`src/hw/rtl/pru_pkg.sv`:
```
package pru_pkg;

  localparam int unsigned MaxWidthDefault = 1024;
  localparam int unsigned MaxScaleDefault = 16;

  localparam int unsigned CfgIdxW  = 1;
  localparam int unsigned CfgDataW = 11;
  localparam int unsigned ScaleRegW = 5;
  localparam int unsigned WidthRegW = 11;

  localparam logic [CfgIdxW-1:0] CFG_SCALE = 1'b0;
  localparam logic [CfgIdxW-1:0] CFG_WIDTH = 1'b1;

  localparam logic OP_PIXEL = 1'b0;
  localparam logic OP_TICK  = 1'b1;

  typedef enum logic [1:0] {
    KIND_PIXEL = 2'd0,
    KIND_PAD   = 2'd1,
    KIND_DROP  = 2'd2
  } kind_e;

  typedef struct packed {
    logic  take;
    logic  op;
    logic  emit;
    kind_e kind;
    logic  row_end;
    logic  last;
  } ctrl_cmd_t;

  typedef struct packed {
    logic       replaying;
    logic       ends;
    logic [1:0] pad;
    logic       out_free;
  } dp_status_t;

endpackage

```
`src/hw/rtl/pru_controller.sv`:
```
module pru_controller
  import pru_pkg::*;
#(
  parameter int unsigned MAX_SCALE = MaxScaleDefault,
  localparam int unsigned ScaleW = $clog2(MAX_SCALE + 1)
) (
  input  logic              clk_i,
  input  logic              rst_ni,
  input  logic              in_valid_i,
  input  logic              in_op_i,
  output logic              in_ready_o,
  input  dp_status_t        status_i,
  input  logic [ScaleW-1:0] scale_i,
  output ctrl_cmd_t         cmd_o
);

  typedef enum logic [1:0] {
    ST_IDLE,
    ST_PIX,
    ST_PAD,
    ST_DROP
  } state_e;

  state_e            state_q;
  logic [ScaleW-1:0] cnt_q;
  logic [1:0]        pad_q;
  logic              ends_q;
  logic              take;
  logic              cnt_one;

  assign in_ready_o = (state_q == ST_IDLE);
  assign take       = in_ready_o && in_valid_i;
  assign cnt_one    = (cnt_q == ScaleW'(1));

  always_comb begin
    cmd_o.take    = take;
    cmd_o.op      = in_op_i;
    cmd_o.emit    = 1'b0;
    cmd_o.kind    = KIND_PIXEL;
    cmd_o.row_end = 1'b0;
    cmd_o.last    = 1'b0;
    case (state_q)
      ST_PIX: begin
        cmd_o.emit    = status_i.out_free;
        cmd_o.row_end = ends_q && (pad_q == 2'd0) && cnt_one;
        cmd_o.last    = (pad_q == 2'd0) && cnt_one;
      end
      ST_PAD: begin
        cmd_o.emit    = status_i.out_free;
        cmd_o.kind    = KIND_PAD;
        cmd_o.row_end = (pad_q == 2'd1);
        cmd_o.last    = (pad_q == 2'd1);
      end
      ST_DROP: begin
        cmd_o.emit = status_i.out_free;
        cmd_o.kind = KIND_DROP;
        cmd_o.last = 1'b1;
      end
      default: ;
    endcase
  end

  always_ff @(posedge clk_i or negedge rst_ni) begin
    if (!rst_ni) begin
      state_q <= ST_IDLE;
      cnt_q   <= '0;
      pad_q   <= '0;
      ends_q  <= 1'b0;
    end else begin
      case (state_q)
        ST_IDLE: begin
          if (take) begin
            cnt_q  <= scale_i;
            pad_q  <= status_i.pad;
            ends_q <= status_i.ends;
            if (in_op_i == OP_PIXEL && status_i.replaying) begin
              state_q <= ST_DROP;
            end else if (in_op_i == OP_PIXEL || status_i.replaying) begin
              state_q <= ST_PIX;
            end
          end
        end
        ST_PIX: begin
          if (status_i.out_free) begin
            if (cnt_one) begin
              state_q <= (pad_q == 2'd0) ? ST_IDLE : ST_PAD;
            end else begin
              cnt_q <= ScaleW'(cnt_q - 1'b1);
            end
          end
        end
        ST_PAD: begin
          if (status_i.out_free) begin
            pad_q <= 2'(pad_q - 2'd1);
            if (pad_q == 2'd1) begin
              state_q <= ST_IDLE;
            end
          end
        end
        ST_DROP: begin
          if (status_i.out_free) begin
            state_q <= ST_IDLE;
          end
        end
        default: state_q <= ST_IDLE;
      endcase
    end
  end

endmodule

```
`config.mk`:
```
export PLATFORM = sky130hd
export DESIGN_NAME = pru_controller
export DESIGN_NICKNAME = d
export VERILOG_FILES = /design/src/hw/rtl/pru_pkg.sv /design/src/hw/rtl/pru_controller.sv
export SDC_FILE = /design/constraint.sdc
export NUM_CORES = 1
export LEC_CHECK = 0
export BUFFER_PORTS_ARGS = -buffer_cell sky130_fd_sc_hd__buf_2
export CAP_MARGIN = 25
export CORE_MARGIN = 2
export CORE_UTILIZATION = 54
export CTS_CLUSTER_SIZE = 24
export DETAILED_ROUTE_END_ITERATION = 10
export GPL_ROUTABILITY_DRIVEN = 1
export PLACE_DENSITY = 0.85
export SKIP_LAST_GASP = 1
export SYNTH_ARGS = -nofsm -noshare
export SYNTH_HDL_FRONTEND = slang
export SYNTH_SLANG_ARGS = --single-unit
```
`constraint.sdc`:
```
create_clock -name clk_i -period 4.9 [get_ports clk_i]
set_input_delay 0.735 -clock clk_i [delete_from_list [all_inputs] [get_ports clk_i]]
set_output_delay 0.735 -clock clk_i [all_outputs]
set_load 0.02 [all_outputs]
```
==> metrics.cfg <==
[logic_synthesis]
synthesis.area_sq_um = 816
synth_compound_area_share_pct = 19.3
synth.largest_area_cell = dfrtp_1
synth-main-ff-cell = dfrtp_1
synth-simple-area-share_pct = 19.2
synthAdderAreaFrac_pct = 16.9
synth_top_area_share_pct = 30.7
synth_area_leaders = dfrtp_1 31%, ha_1 17%, inv_1 4.6%
async_reset_ff_share_pct = 100
ys.warnings.count = 0
synth_top_family_by_area = compound AO/OA/AOI/OAI gates
synth_cell_type_count = 31
ys_seq_area_share_pct = 30.7
synth_nets = 116
syn_area_per_cell_sq_um = 8.96
synth_edf_count = 0
synthXorXnorAreaFrac_pct = 0
synth_seq_cells = 10
synth.mux.area_fraction_pct = 6.44
synthesis.instances = 91

[finish]
syn_to_final_growth_pct = 16.9
fin_area_sq_um = 953
mostFrequentLayoutCell = buf_2
final_layout_size_suffix_gt1_share_pct = 26.8
final_cell_mix = 21 x buf_2, 11 x ha_1, 10 x inv_1, 10 x dfrtp_1, 9 x nand2_1
n_antenna_cell = 0
utilization_pct = 65.6
nNetsFinal = 138

[power_and_ir_drop]
power_density_nw_per_um2 = 632
cellLeakagePower_nw = 0.468
vdd_drop_max_mv = 0.317
total_power_mw = 0.602

[detailed_routing]
wl_per_cell_um = 12.6
drt_iter0_markers = 4
vias = 700
vias_per_cell = 5.47
firstDrtPassIters = 4
drt-total-wl_mm = 1.61
ant_nets = 0
route.detailed.drc = 0

[global_route]
grt_max_degree = 18
grt_pass1_vias = 635
track_usage_pct = 19.5
antenna_found_initial = 0
grt_pass1_wl_mm = 2.66
gr-total-overflow = 0

[clock_tree]
clk_pin_slew_ns = 0.08
htree_levels = 1
hold_buffers = 0
cts.sinks = 10
cts_root_buf = clkbuf_4
max-clock-path-buffers = 2
post-cts-setup-buffers = 0
clk_latency_ns = 0.27
cts_made_buffers = 3
cts_resized = 0
cts_tree = built

[floorplan]
rows = 14
die_w_um = 42.9
start_util_pct = 56.1
die_h_um = 42.9
core_area_sq_um = 1450
dieArea_sq_um = 1840
ioPinCount = 22

[sta]
worst_pin_slew_ns = 0.539
finalHoldViolCount = 0
setup_slack_ns = 2.31
setup_tns_ns = 0
fin_crit_ns = 2.59
slew_viol_final = 0
setup_viol = 0
timing.fmax_mhz = 386
fin_skew_ns = 0.00263
slew_headroom_pct = 64.0
post-route-period-util_pct = 52.9
rsz0062_at_grt = false

[worst_setup_path]
slowest_delay_ns = 0.51
cp_cell_sequence = inv_1 > ha_1 > nand4_1 > a21boi_0 > buf_2
rrSetupSlack_ns = 2.83
critPathTopFamily = adder cells
r2r_cells = 5
crit_buf_inv = 2
worstPathArrival_ns = 1.86
cpMaxStageDelayCell = ha_1
end_kind = output port
rr_endpoint = cnt_q[4]$_DFFE_PN0P_
r2r_start = state_q[1]$_DFFE_PN0P_
path_max_fanout = 17
required_ns = 4.16
cp-start-kind = register
path_class = register to output port
crit_path_start = state_q[1]$_DFFE_PN0P_

[flow_run]
max_cap_violations = 0

[place]
port_buffers = 21
place_area_sq_um = 917
gp_congestion = 0.792
dpl.hpwl_mm = 1.25
place_ws_ns = 2.61

[worst_hold_path]
hp-class = input port to async pin

[outcome]
status = finished, final reports clean

-- cells in the mapped netlist (2+ instances only) --
| master | number |
|---|---|
| a221o_1 | 2 |
| nor3b_1 | 3 |
| ha_1 | 11 |
| dfrtp_1 | 10 |
| nand2_1 | 9 |
| or2_2 | 2 |
| nand3_1 | 3 |
| nor3_1 | 3 |
| o21ai_0 | 7 |
| o211ai_1 | 2 |
| a21oi_1 | 4 |
| mux2i_1 | 3 |
| inv_1 | 10 |
| nor2_1 | 4 |
| buf_4 | 2 |
-- state kept, by name (all words and copies together) (netlist names) --
signal	count
ends_q	1
pad_q	2
state_q	2
cnt_q	5
-- kinds of logic after synthesis --
logic type,after synthesis
compound gates,23
fa+ha+maj,11
buf+inv,14
flops,10
mux,5
simple gates,28
-- per-layer routing --
| layer | vias to the layer above | routed length [um] | track usage [%] |
|---|---|---|---|
| met1 | 323 | 764 | 24.7 |
| li1 | 359 | - | - |
| met4 | 0 | 14 | 7.50 |
| met2 | 16 | 767 | 32.1 |
| met3 | 2 | 68 | 3.83 |
| met5 | - | 0 | 0 |
-- where the power goes --
part,total (mW),internal (mW),switching (mW)
combinational,0.353,0.153,0.200
sequential,0.171,0.126,0.0452
clock,0.0785,0.0451,0.0334
-- stage by stage --
step	hold WS, ns	cells
after floorplan	0.439	91
after global placement	0.513	124
after detailed placement	0.522	124
after CTS	0.330	128
after global routing	0.340	128
final	0.316	128
-- worst max path at each step --
stage,depth (start not counted),end,slack (ns)
final,5,cmd_o[1],2.31
after detailed placement,5,cmd_o[1],2.61
after floorplan,6,cmd_o[1],2.45
after CTS,5,cmd_o[1],2.32
after global placement,5,cmd_o[1],2.64
after global routing,5,cmd_o[1],2.13
-- final cells by class --
cell class	count	area [sq um]
tap	16	20.0
inverter	10	37.5
fill	123	500
timing repair buffer	21	105
sequential	10	250
multi-input combinational	67	504
clock buffer	4	36.3
(Power assumes the default switching activity.)
